$ cat src/hw/rtl/wqpc_pkg.sv
// Shared constants, types and register indexes for the water quality pump controller.
package wqpc_pkg;

  localparam int unsigned TempW   = 12;
  localparam int unsigned AdcW    = 12;
  localparam int unsigned TimeW   = 32;
  localparam int unsigned DutyW   = 8;
  localparam int unsigned PhW     = 13;
  localparam int unsigned ThreshW = 8;
  localparam int unsigned DurW    = 20;
  localparam int unsigned CfgIdxW = 1;
  localparam int unsigned CfgDataW = 20;

  localparam logic [CfgIdxW-1:0] CfgPwmThreshold = 1'b0;
  localparam logic [CfgIdxW-1:0] CfgFillDuration = 1'b1;

  localparam logic [ThreshW-1:0] ThreshReset = 8'd20;
  localparam logic [DurW-1:0]    DurReset    = 20'd10000;

  localparam logic signed [TempW-1:0] TempColdLo = 12'sd256;
  localparam logic signed [TempW-1:0] TempColdHi = 12'sd416;
  localparam logic signed [TempW-1:0] TempHotLo  = 12'sd480;
  localparam logic signed [TempW-1:0] TempHotHi  = 12'sd544;

  localparam logic [PhW-1:0] PhAcidLo = 13'd1152;
  localparam logic [PhW-1:0] PhAcidHi = 13'd1664;
  localparam logic [PhW-1:0] PhBaseLo = 13'd1920;
  localparam logic [PhW-1:0] PhBaseHi = 13'd2176;

  localparam logic [PhW-1:0] PhOffsetQ8 = 13'd5348;
  localparam logic [15:0]    PhSlopeQ15 = 16'd37557;

  localparam logic [DutyW-1:0] FullScale = 8'd255;

  typedef struct packed {
    logic [DutyW-1:0] cooling;
    logic [DutyW-1:0] warming;
    logic [DutyW-1:0] acid;
    logic [DutyW-1:0] alkali;
  } duty_t;

endpackage

$ cat src/hw/rtl/wqpc_calc.sv
// pH conversion, trapezoid memberships and threshold gating for one sample.
module wqpc_calc (
  input  logic signed [wqpc_pkg::TempW-1:0]   temp_i,
  input  logic        [wqpc_pkg::AdcW-1:0]    adc_i,
  input  logic        [wqpc_pkg::ThreshW-1:0] threshold_i,
  output wqpc_pkg::duty_t                     duty_o,
  output logic        [wqpc_pkg::PhW-1:0]     ph_o
);

  logic [27:0] ph_prod;
  logic [12:0] ph_drop;

  logic [5:0]  hot_x;
  logic [13:0] hot_prod;
  logic [7:0]  hot_mu;

  logic [7:0]  cold_x;
  logic [12:0] cold_prod;
  logic [7:0]  cold_mu;

  logic [7:0]  base_x;
  logic [15:0] base_prod;
  logic [7:0]  base_mu;

  logic [8:0]  acid_x;
  logic [16:0] acid_prod;
  logic [7:0]  acid_mu;

  function automatic logic [wqpc_pkg::DutyW-1:0] gate_duty(
    input logic [wqpc_pkg::DutyW-1:0]   mu,
    input logic [wqpc_pkg::ThreshW-1:0] thr
  );
    return (mu > thr) ? mu : '0;
  endfunction

  assign ph_prod = 28'(adc_i) * 28'(wqpc_pkg::PhSlopeQ15);
  assign ph_drop = ph_prod[27:15];
  assign ph_o    = wqpc_pkg::PhOffsetQ8 - ph_drop;

  // hot: 255/64 per step
  assign hot_x    = 6'(temp_i - wqpc_pkg::TempHotLo);
  assign hot_prod = 14'(hot_x) * 14'd255;
  always_comb begin
    if (temp_i <= wqpc_pkg::TempHotLo) begin
      hot_mu = '0;
    end else if (temp_i >= wqpc_pkg::TempHotHi) begin
      hot_mu = wqpc_pkg::FullScale;
    end else begin
      hot_mu = hot_prod[13:6];
    end
  end

  // cold: 255/160 reduces to 51/32
  assign cold_x    = 8'(wqpc_pkg::TempColdHi - temp_i);
  assign cold_prod = 13'(cold_x) * 13'd51;
  always_comb begin
    if (temp_i <= wqpc_pkg::TempColdLo) begin
      cold_mu = wqpc_pkg::FullScale;
    end else if (temp_i >= wqpc_pkg::TempColdHi) begin
      cold_mu = '0;
    end else begin
      cold_mu = cold_prod[12:5];
    end
  end

  assign base_x    = 8'(ph_o - wqpc_pkg::PhBaseLo);
  assign base_prod = 16'(base_x) * 16'd255;
  always_comb begin
    if (ph_o <= wqpc_pkg::PhBaseLo) begin
      base_mu = '0;
    end else if (ph_o >= wqpc_pkg::PhBaseHi) begin
      base_mu = wqpc_pkg::FullScale;
    end else begin
      base_mu = base_prod[15:8];
    end
  end

  assign acid_x    = 9'(wqpc_pkg::PhAcidHi - ph_o);
  assign acid_prod = 17'(acid_x) * 17'd255;
  always_comb begin
    if (ph_o <= wqpc_pkg::PhAcidLo) begin
      acid_mu = wqpc_pkg::FullScale;
    end else if (ph_o >= wqpc_pkg::PhAcidHi) begin
      acid_mu = '0;
    end else begin
      acid_mu = acid_prod[16:9];
    end
  end

  assign duty_o.cooling = gate_duty(hot_mu, threshold_i);
  assign duty_o.warming = gate_duty(cold_mu, threshold_i);
  assign duty_o.acid    = gate_duty(base_mu, threshold_i);
  assign duty_o.alkali  = gate_duty(acid_mu, threshold_i);

endmodule

$ cat src/hw/rtl/wqpc_fill.sv
// Fill relay sequencer: turbidity history and timed fill after clearing.
module wqpc_fill (
  input  logic                         clk_i,
  input  logic                         rst_ni,
  input  logic                         advance_i,
  input  logic                         clear_i,
  input  logic [wqpc_pkg::TimeW-1:0]   time_i,
  input  logic [wqpc_pkg::DurW-1:0]    duration_i,
  output logic                         relay_o
);

  logic                       was_turbid_q, was_turbid_d;
  logic                       filling_q, filling_d;
  logic [wqpc_pkg::TimeW-1:0] start_q, start_d;
  logic                       begin_fill;
  logic                       fill_run;
  logic [wqpc_pkg::TimeW-1:0] elapsed;
  logic                       expired;

  always_comb begin
    begin_fill = clear_i & was_turbid_q & ~filling_q;
    fill_run   = filling_q | begin_fill;
    start_d    = begin_fill ? time_i : start_q;
    elapsed    = time_i - start_d;
    expired    = elapsed >= wqpc_pkg::TimeW'(duration_i);
    if (clear_i) begin
      filling_d    = fill_run & ~expired;
      was_turbid_d = 1'b0;
      relay_o      = filling_d;
    end else begin
      filling_d    = 1'b0;
      was_turbid_d = 1'b1;
      relay_o      = 1'b1;
    end
  end

  always_ff @(posedge clk_i or negedge rst_ni) begin
    if (!rst_ni) begin
      was_turbid_q <= 1'b0;
      filling_q    <= 1'b0;
      start_q      <= '0;
    end else if (advance_i) begin
      was_turbid_q <= was_turbid_d;
      filling_q    <= filling_d;
      start_q      <= start_d;
    end
  end

  a_fill_excl: assert property (@(posedge clk_i) disable iff (!rst_ni)
    !(filling_q && was_turbid_q))
    else $error("fill running while turbid flag set");

  a_turbid_sets: assert property (@(posedge clk_i) disable iff (!rst_ni)
    (advance_i && !clear_i) |=> (was_turbid_q && !filling_q))
    else $error("turbid sample did not reset fill state");

  a_start_hold: assert property (@(posedge clk_i) disable iff (!rst_ni)
    (advance_i && $past(advance_i) && filling_q && clear_i) |=> $stable(start_q))
    else $error("fill start time changed during a running fill");

endmodule

$ cat src/hw/rtl/fuzzy_water_quality_pump_control.sv
// Top level of the fuzzy water quality pump controller.
//
// Usage:
//   Input channel: in_valid_i with in_stall_o; one sample per transfer carrying
//   temperature, pH converter count, turbidity bit and millisecond timestamp.
//   Output channel: out_valid_o with out_stall_i; one result per sample with four
//   pump duties, the fill relay bit and the computed pH.
//   Config channel: cfg_valid_i/cfg_ready_o with cfg_index_i and cfg_data_i;
//   index 0 is the pump threshold, index 1 the fill duration in ms. Always ready.
//   A transferred sample is held in the input register, with all arithmetic between
//   it and the result register. Throughput: one sample per cycle when not stalled,
//   set by the single input register and the single result register.
//   Reset clears both valid flags, the fill state and restores threshold 20 and
//   duration 10000 ms.
//   When the receiver stalls, the result holds; the input register still takes
//   one more sample, after which in_stall_o rises until the result is taken.
module fuzzy_water_quality_pump_control (
  input  logic                              clk_i,
  input  logic                              rst_ni,
  input  logic                              in_valid_i,
  output logic                              in_stall_o,
  input  logic signed [wqpc_pkg::TempW-1:0] temperature_sixteenths_i,
  input  logic        [wqpc_pkg::AdcW-1:0]  ph_adc_count_i,
  input  logic                              water_clear_i,
  input  logic        [wqpc_pkg::TimeW-1:0] time_ms_i,
  output logic                              out_valid_o,
  input  logic                              out_stall_i,
  output logic        [wqpc_pkg::DutyW-1:0] cooling_pump_duty_o,
  output logic        [wqpc_pkg::DutyW-1:0] warming_pump_duty_o,
  output logic        [wqpc_pkg::DutyW-1:0] acid_pump_duty_o,
  output logic        [wqpc_pkg::DutyW-1:0] alkali_pump_duty_o,
  output logic                              fill_relay_on_o,
  output logic        [wqpc_pkg::PhW-1:0]   ph_hundredths_q8_o,
  input  logic                              cfg_valid_i,
  output logic                              cfg_ready_o,
  input  logic [wqpc_pkg::CfgIdxW-1:0]      cfg_index_i,
  input  logic [wqpc_pkg::CfgDataW-1:0]     cfg_data_i
);

  logic                              s1_valid_q, s1_valid_d;
  logic signed [wqpc_pkg::TempW-1:0] s1_temp_q;
  logic        [wqpc_pkg::AdcW-1:0]  s1_adc_q;
  logic                              s1_clear_q;
  logic        [wqpc_pkg::TimeW-1:0] s1_time_q;
  logic                              s1_adv;
  logic                              in_load;

  logic                              out_valid_q, out_valid_d;
  wqpc_pkg::duty_t                   out_duty_q;
  logic                              out_relay_q;
  logic        [wqpc_pkg::PhW-1:0]   out_ph_q;

  logic [wqpc_pkg::ThreshW-1:0]      threshold_q;
  logic [wqpc_pkg::DurW-1:0]         duration_q;

  wqpc_pkg::duty_t                   duty;
  logic        [wqpc_pkg::PhW-1:0]   ph;
  logic                              relay;

  assign s1_adv     = s1_valid_q & (~out_valid_q | ~out_stall_i);
  assign in_stall_o = s1_valid_q & ~s1_adv;
  assign in_load    = in_valid_i & ~in_stall_o;
  assign cfg_ready_o = 1'b1;

  always_comb begin
    s1_valid_d = s1_valid_q;
    if (in_load) begin
      s1_valid_d = 1'b1;
    end else if (s1_adv) begin
      s1_valid_d = 1'b0;
    end
    out_valid_d = out_valid_q;
    if (s1_adv) begin
      out_valid_d = 1'b1;
    end else if (!out_stall_i) begin
      out_valid_d = 1'b0;
    end
  end

  always_ff @(posedge clk_i or negedge rst_ni) begin
    if (!rst_ni) begin
      s1_valid_q  <= 1'b0;
      out_valid_q <= 1'b0;
      threshold_q <= wqpc_pkg::ThreshReset;
      duration_q  <= wqpc_pkg::DurReset;
    end else begin
      s1_valid_q  <= s1_valid_d;
      out_valid_q <= out_valid_d;
      if (cfg_valid_i) begin
        case (cfg_index_i)
          wqpc_pkg::CfgPwmThreshold: threshold_q <= cfg_data_i[wqpc_pkg::ThreshW-1:0];
          wqpc_pkg::CfgFillDuration: duration_q  <= cfg_data_i[wqpc_pkg::DurW-1:0];
          default: ;
        endcase
      end
    end
  end

  always_ff @(posedge clk_i) begin
    if (in_load) begin
      s1_temp_q  <= temperature_sixteenths_i;
      s1_adc_q   <= ph_adc_count_i;
      s1_clear_q <= water_clear_i;
      s1_time_q  <= time_ms_i;
    end
    if (s1_adv) begin
      out_duty_q  <= duty;
      out_relay_q <= relay;
      out_ph_q    <= ph;
    end
  end

  wqpc_calc u_calc (
    .temp_i      (s1_temp_q),
    .adc_i       (s1_adc_q),
    .threshold_i (threshold_q),
    .duty_o      (duty),
    .ph_o        (ph)
  );

  wqpc_fill u_fill (
    .clk_i      (clk_i),
    .rst_ni     (rst_ni),
    .advance_i  (s1_adv),
    .clear_i    (s1_clear_q),
    .time_i     (s1_time_q),
    .duration_i (duration_q),
    .relay_o    (relay)
  );

  assign out_valid_o         = out_valid_q;
  assign cooling_pump_duty_o = out_duty_q.cooling;
  assign warming_pump_duty_o = out_duty_q.warming;
  assign acid_pump_duty_o    = out_duty_q.acid;
  assign alkali_pump_duty_o  = out_duty_q.alkali;
  assign fill_relay_on_o     = out_relay_q;
  assign ph_hundredths_q8_o  = out_ph_q;

  a_turbid_relay: assert property (@(posedge clk_i) disable iff (!rst_ni)
    (s1_adv && !s1_clear_q) |=> (out_valid_o && fill_relay_on_o))
    else $error("turbid sample did not turn the fill relay on");

  a_stall_held: assert property (@(posedge clk_i) disable iff (!rst_ni)
    in_stall_o |-> (s1_valid_q && out_valid_q))
    else $error("input stalled without a held sample and result");

  a_duty_gate: assert property (@(posedge clk_i) disable iff (!rst_ni)
    (duty.cooling != '0) |-> (duty.cooling > threshold_q))
    else $error("cooling duty passed at or below threshold");

endmodule

$ cat config.mk
export PLATFORM = sky130hd
export DESIGN_NAME = fuzzy_water_quality_pump_control
export DESIGN_NICKNAME = d
export VERILOG_FILES = /design/src/hw/rtl/wqpc_pkg.sv /design/src/hw/rtl/wqpc_calc.sv /design/src/hw/rtl/wqpc_fill.sv /design/src/hw/rtl/fuzzy_water_quality_pump_control.sv
export SDC_FILE = /design/constraint.sdc
export NUM_CORES = 1
export LEC_CHECK = 0
export BUFFER_PORTS_ARGS = -buffer_cell sky130_fd_sc_hd__buf_2
export CAP_MARGIN = 20
export CORE_UTILIZATION = 40
export DETAILED_ROUTE_END_ITERATION = 8
export HOLD_SLACK_MARGIN = 0.05
export SYNTH_ARGS = -nofsm -noshare
export SYNTH_HDL_FRONTEND = slang
export SYNTH_SLANG_ARGS = --single-unit
$ cat constraint.sdc
create_clock -name clk_i -period 36 [get_ports clk_i]
set_input_delay 3.6 -clock clk_i [delete_from_list [all_inputs] [get_ports clk_i]]
set_output_delay 3.6 -clock clk_i [all_outputs]
set_load 0.02 [all_outputs]
* Yosys cells after proc, flatten, opt, wreduce, memory -nomap -nowiden
Index checks and enable logic that the tools add are counted.
Word-level totals: register bits 167, output and inout bits 49, word-level logic and storage cells 75
Operators by class: add/subtract/negate cells 6, multipliers 5, order comparisons 13, equal/unequal tests 1, muxes and demuxes 15, bitwise logic cells 15, reductions and logical operators 3
Operators with widths (number):
- $mux W8 | 8
- $ge A32 B20 Y1 | 1
- $gt A8 B8 Y1 | 4
- $mux W32 | 1
- $sub A32 B32 Y32 | 1
- $mul A12 B16 Y28 const B | 1
- $le A13 B11 Y1 const B | 2
- $le A12 B10 Y1 const B | 2
- $mul A9 B8 Y17 const B | 1
- $mul A8 B8 Y16 const B | 1
- $mul A6 B8 Y14 const B | 1
- $ge A13 B11 Y1 const B | 1
- $ge A13 B12 Y1 const B | 1
- $mul A8 B6 Y13 const B | 1
- $sub A13 B13 Y13 const A | 1
- $ge A12 B10 Y1 const B | 1
- $ge A12 B11 Y1 const B | 1
- $sub A8 B9 Y9 const A | 1
- $sub A8 B8 Y8 const A | 1
- $sub A8 B8 Y8 const B | 1
- $not A1 Y1 | 7
- $and A1 B1 Y1 | 6
- $mux W1 | 6
- $sub A6 B6 Y6 const B | 1
- 4 further kinds | 6

* Logic depth before layout (Yosys ltp)
depth after elaboration 8, gate-level depth with buffers 54

* Hierarchy
A second synthesis with hierarchy kept.
Second synthesis, totals: cell total of the unflattened synthesis 1784, area total of the unflattened synthesis 17762.0 um^2
By module, submodules not included:
- wqpc_calc | instances 1, cells each 1128, area each 9678.0 um^2, seq. area each 0.0 um^2
- fuzzy_water_quality_pump_control | instances 1, cells each 174, area each 4240.3 um^2, seq. area each 3852.4 um^2
- wqpc_fill | instances 1, cells each 482, area each 3843.7 um^2, seq. area each 850.8 um^2

* Worst setup path before layout
No wires, ideal clock.
path type register to register, start point register s1_adc_q[9] in the netlist's numbering, end point register out_duty_q, in the netlist alkali_pump_duty_o[0] (data pin), library setup time 0.145 ns, arrival 11.754 ns, setup slack 24.101 ns, cell stages (with the launch flop) 51, path through edfxtp_1 > ha_1 > xor2_1 > ha_1 > fa_1 > fa_1 > inv_1 > fa_1 > inv_1 > ha_1 > a211o_1 > a21oi_4 > nand3_4 > and2_0 > clkbuf_1 > xor2_1 > inv_1 > ha_1 > (+15 left out) > inv_1 > ha_1 > nor3_1 > o2111ai_1 > a31oi_1 > o21ai_0 > o21a_1 > nor2_1 > xnor2_1 > a21o_1 > ha_1 > nand3_1 > o21ai_0 > o31a_1 > buf_1 > inv_1 > a221o_1 > o21ai_1
Between the ends: word-level cells in the longest chain between the ends 7
Ends and longest elaborated chain:
- from (decl) | RTL line fuzzy_water_quality_pump_control.sv:42 | logic [wqpc_pkg::AdcW-1:0] s1_adc_q;
- from (signal assigned) | RTL line fuzzy_water_quality_pump_control.sv:102 | s1_adc_q <= ph_adc_count_i;
- $mul A12 B16 Y28 (*) | RTL line wqpc_calc.sv:36 | assign ph_prod = 28'(adc_i) * 28'(wqpc_pkg::PhSlopeQ15);
- $sub A13 B13 Y13 (*) | RTL line wqpc_calc.sv:38 | assign ph_o = wqpc_pkg::PhOffsetQ8 - ph_drop;
- net ph (one bit) | RTL line fuzzy_water_quality_pump_control.sv:57 | logic [wqpc_pkg::PhW-1:0] ph;
- $sub A8 B9 Y9 | RTL line wqpc_calc.sv:78 | assign acid_x = 9'(wqpc_pkg::PhAcidHi - ph_o);
- $mul A9 B8 Y17 | RTL line wqpc_calc.sv:79 | assign acid_prod = 17'(acid_x) * 17'd255;
- $mux W8 | RTL line wqpc_calc.sv:83 | end else if (ph_o >= wqpc_pkg::PhAcidHi) begin
- $mux W8 (*) | RTL line wqpc_calc.sv:81 | if (ph_o <= wqpc_pkg::PhAcidLo) begin
- net u_calc.acid_mu[7] | RTL line wqpc_calc.sv:27 | logic [7:0] acid_mu;
- $gt A8 B8 Y1 (*) | RTL line wqpc_calc.sv:33 | return (mu > thr) ? mu : '0;
- to (signal assigned) | RTL line fuzzy_water_quality_pump_control.sv:107 | out_duty_q <= duty;
- to (decl) | RTL line fuzzy_water_quality_pump_control.sv:49 | wqpc_pkg::duty_t out_duty_q;
The timed path passes the listed nets; every way through them passes the cells marked *. A chain may end at the register's enable or synchronous reset.

* Final worst setup path
start point register s1_adc_q[9] in the netlist's numbering, end point register out_duty_q, in the netlist alkali_pump_duty_o[1] (data pin)
The elaborated chain is that of the path after synthesis.

==> metrics <==
ratio of cells with drive above 1 in the final layout=between 10% and 20%; buffers inserted during post-CTS setup optimization=0; global-route wire length before repair=around 65000 µm; Detailed Place HPWL=between 30000 and 40000 µm; sequential cell area=around 0.0047 mm²; non-filler cells in the finished layout=2426; total negative setup slack=0 ns; filler instances=~4200; Starting Density=between 40% and 50%; Routed WL per cell=between 15 and 20 µm; number of buffers on the longest clock path=2; antenna violations before repair=4; # nets final=2332; sequential fraction of the synthesis area=a little over a quarter; combinational family with the most area after synthesis=adder cells; total I/O pin count=around 130; number of enable flip-flop cells after synthesis=roughly 100; Core Area=0.04336 mm²; maximum frequency from static timing analysis=~76 MHz; Unique masters post-synth=97; pin count of the biggest net entering global routing=65; horizontal die dimension=212.4 µm; crit share post-route=a little over a third; biggest cell delay along the critical path=about 0.64 ns; Vias=12370; layer with the highest usage after global routing=met2; critical path type=flop to flop; Area growth, synth to finish=10.71%; worst setup slack after placement=22.92 ns; number of standard cells after synthesis=1698; netlist area before placement=0.01771 mm²; Reg2Reg Setup Slack=around 23 ns; Antenna diodes=0; Startpoint Class=flop; Synthesized Nets=around 2200; worst-path fanout max=9; worst min-delay path category=flop to flop; highest-delay cell along the critical path=o21ai_0; Detail Route Antenna Nets=0; Setup WS post-layout=22.84 ns; Inserted Clock Buffers=17; endpoint class of the critical path=flop; Critical Path RT=approximately 36 ns; all-layer global routing usage=a little under a fifth; cts repair resizes=0; Final Max Slew Viols=0; hold violation total from the final report=0; global route total overflow=0; post-synthesis simple-gate area fraction=between 8 and 9%; register clock-pin slew on the reported worst setup and hold paths=roughly 0.07 ns; Clock Latency Late Sink=roughly 0.5 ns; minimum clock period=roughly 13 ns; mux contribution to synthesized area=under 10%; 1st-pass router iterations=5; most frequent cells after synthesis=311 x ha_1, 281 x inv_1, 110 x fa_1, 103 x edfxtp_1, 80 x a21oi_1; Reg2Reg Launch Point=s1_adc_q[9]; ys flop type=edfxtp_1; H-tree level count=4; number of instances in the placed design=2394; endpoint of the most critical register-to-register path=alkali_pump_duty_o[1]; synth top area cells=ha_1 22%, edfxtp_1 17%, fa_1 12%; post-route cell area=~0.020 mm²; result of the run=complete, no violations; transition time of the tightest slew-check pin=1.038 ns; number of global-route vias before repair=about 13000; Worst Hold Path EP=out_valid_o; wire length after detailed routing=39310 µm; area leader, netlist=ha_1; total of buffers placed on input and output ports=between 100 and 150; met1 track utilization from global routing=23.93%; first-iteration detailed-routing DRC count=500; average cell area after synthesis=approximately 10 µm²; final weighted congestion of routability-driven global placement=around 0.9; Min-Delay Startpoint=s1_valid_q; number of setup violations in the final report=0; count of clock tree sinks=approximately 170; Multi-input gate area=0.01182 mm²; relative slew slack=a little under a third; DRC errors left=0; worst-case clock skew=~0.013 ns; cell area reported after detailed placement=0.01901 mm²; top-count cell post-synth=ha_1; area share of the largest cell type after synthesis=between 20 and 25%; total number of placement rows=76; Data arrival, critical path=13.51 ns; number of hold buffers added after cts=0; met3 routing resource usage after global routing=under 10%; share of flip-flops with an asynchronous set or reset=between 30% and 40%; count of warnings emitted by yosys=0; number of vias per cell=5.099; adder-cell share of the synthesized area=34.41%; setup repair after global routing missed its margin=no; number of cells on the worst reg-to-reg path=between 40 and 50; TritonCTS clock tree=built; Compound-Gate Fraction of Synth Area=a little over an eighth; Clk Tree Root Cell=clkbuf_16; global routing met2 resource utilization=~31%; most repeated library cell on the critical path=inv_1; synthesis-stage register bit count=167; die height=~210 µm; post-synthesis xor/xnor area fraction=5.285%; number of max-cap violations=0; Worst Hold Path Cells=1; full die area=approximately 0.045 mm²
[layer usage]
layer,wire [µm],vias to the layer above
met5,41,-
met4,870,8
met3,1294,58
met2,18580,185
met1,18520,5937
li1,-,6183
[per-stage QoR]
| stage | hold slack [ns] | utilization [%] |
|---|---|---|
| after floorplan | 0.4482 | - |
| after global placement | 0.4583 | 43.84 |
| after detailed placement | 0.4730 | 43.84 |
| after CTS | 0.4883 | 45.21 |
| after global routing | 0.5039 | 45.21 |
| final | 0.4971 | 45.21 |
[cell usage in the layout, fill, tap and decap left out, drive strengths merged, types with 7 or more instances in the layout]
cell | netlist | layout
a211oi | 18 | 18
dfrtp | 57 | 57
nor2 | 66 | 66
mux2i | 36 | 36
ha | 311 | 311
fa | 110 | 110
o21ai | 65 | 65
clkbuf | 12 | 19
and3 | 10 | 10
inv | 283 | 291
or3 | 7 | 7
nand4 | 7 | 7
nor3 | 24 | 24
nand3 | 30 | 30
o21bai | 11 | 11
a21oi | 81 | 81
o21a | 27 | 27
xnor2 | 61 | 61
nor2b | 16 | 16
dfstp | 7 | 7
edfxtp | 103 | 103
a21o | 47 | 47
nand2 | 74 | 74
mux2 | 49 | 49
buf | 13 | 136
xor2 | 35 | 35
and2 | 13 | 13
nand2b | 19 | 19
[final cells by class]
type / instances / share of cell area [%]
multi-input cells: 1223 / 60.27
flip-flops and latches: 167 / 23.99
inverters: 283 / 5.418
well taps: 585 / 3.733
repair buffers: 136 / 3.548
clock buffers: 19 / 2.425
clock inverters: 13 / 0.6191
[how the worst max path moves through the flow]
stage / cells past startpoint / slack [ns] / end / start
2_1_floorplan: 50 / 24.10 / alkali_pump_duty_o[0] / s1_adc_q[9]
3_3_place_gp: 46 / 23.36 / alkali_pump_duty_o[3] / s1_adc_q[9]
3_5_place_dp: 46 / 22.92 / alkali_pump_duty_o[6] / s1_adc_q[9]
4_1_cts: 46 / 22.86 / alkali_pump_duty_o[6] / s1_adc_q[9]
5_1_grt: 46 / 21.87 / alkali_pump_duty_o[1] / s1_adc_q[9]
6_report: 46 / 22.84 / alkali_pump_duty_o[1] / s1_adc_q[9]
[registers in the layout, summed over array words and instances (netlist names), 12 cells and up]
signal and cells:
ph_hundredths_q8_o 13, u_fill.start_q 32, s1_time_q 32, s1_temp_q 12, s1_adc_q 12, duration_q 20
[worst max-delay path: cells and delay by family, from the launching register on]
kind                       cells  cell delay (ns)
adders and majority gates     14             5.71
AOI/OAI and AO/OA             13             3.58
buffers and inverters          8             0.80
DFF                            1             0.49
and+or+nand+nor                7             1.01
xor gates and xnor gates       4             1.43
[logic make-up (layout without fill, tap and decap cells)]
kind of cell,after synthesis,count (layout)
buf+inv,308,451
fa+ha+maj,421,421
other cells,1,1
flops,167,167
mux,85,85
xor+xnor,98,98
compound gates,332,332
simple gates,286,286
Power is left out: the tool's default activity adds up to more than one toggle a clock period on the data nets, which glitch-free logic cannot reach.
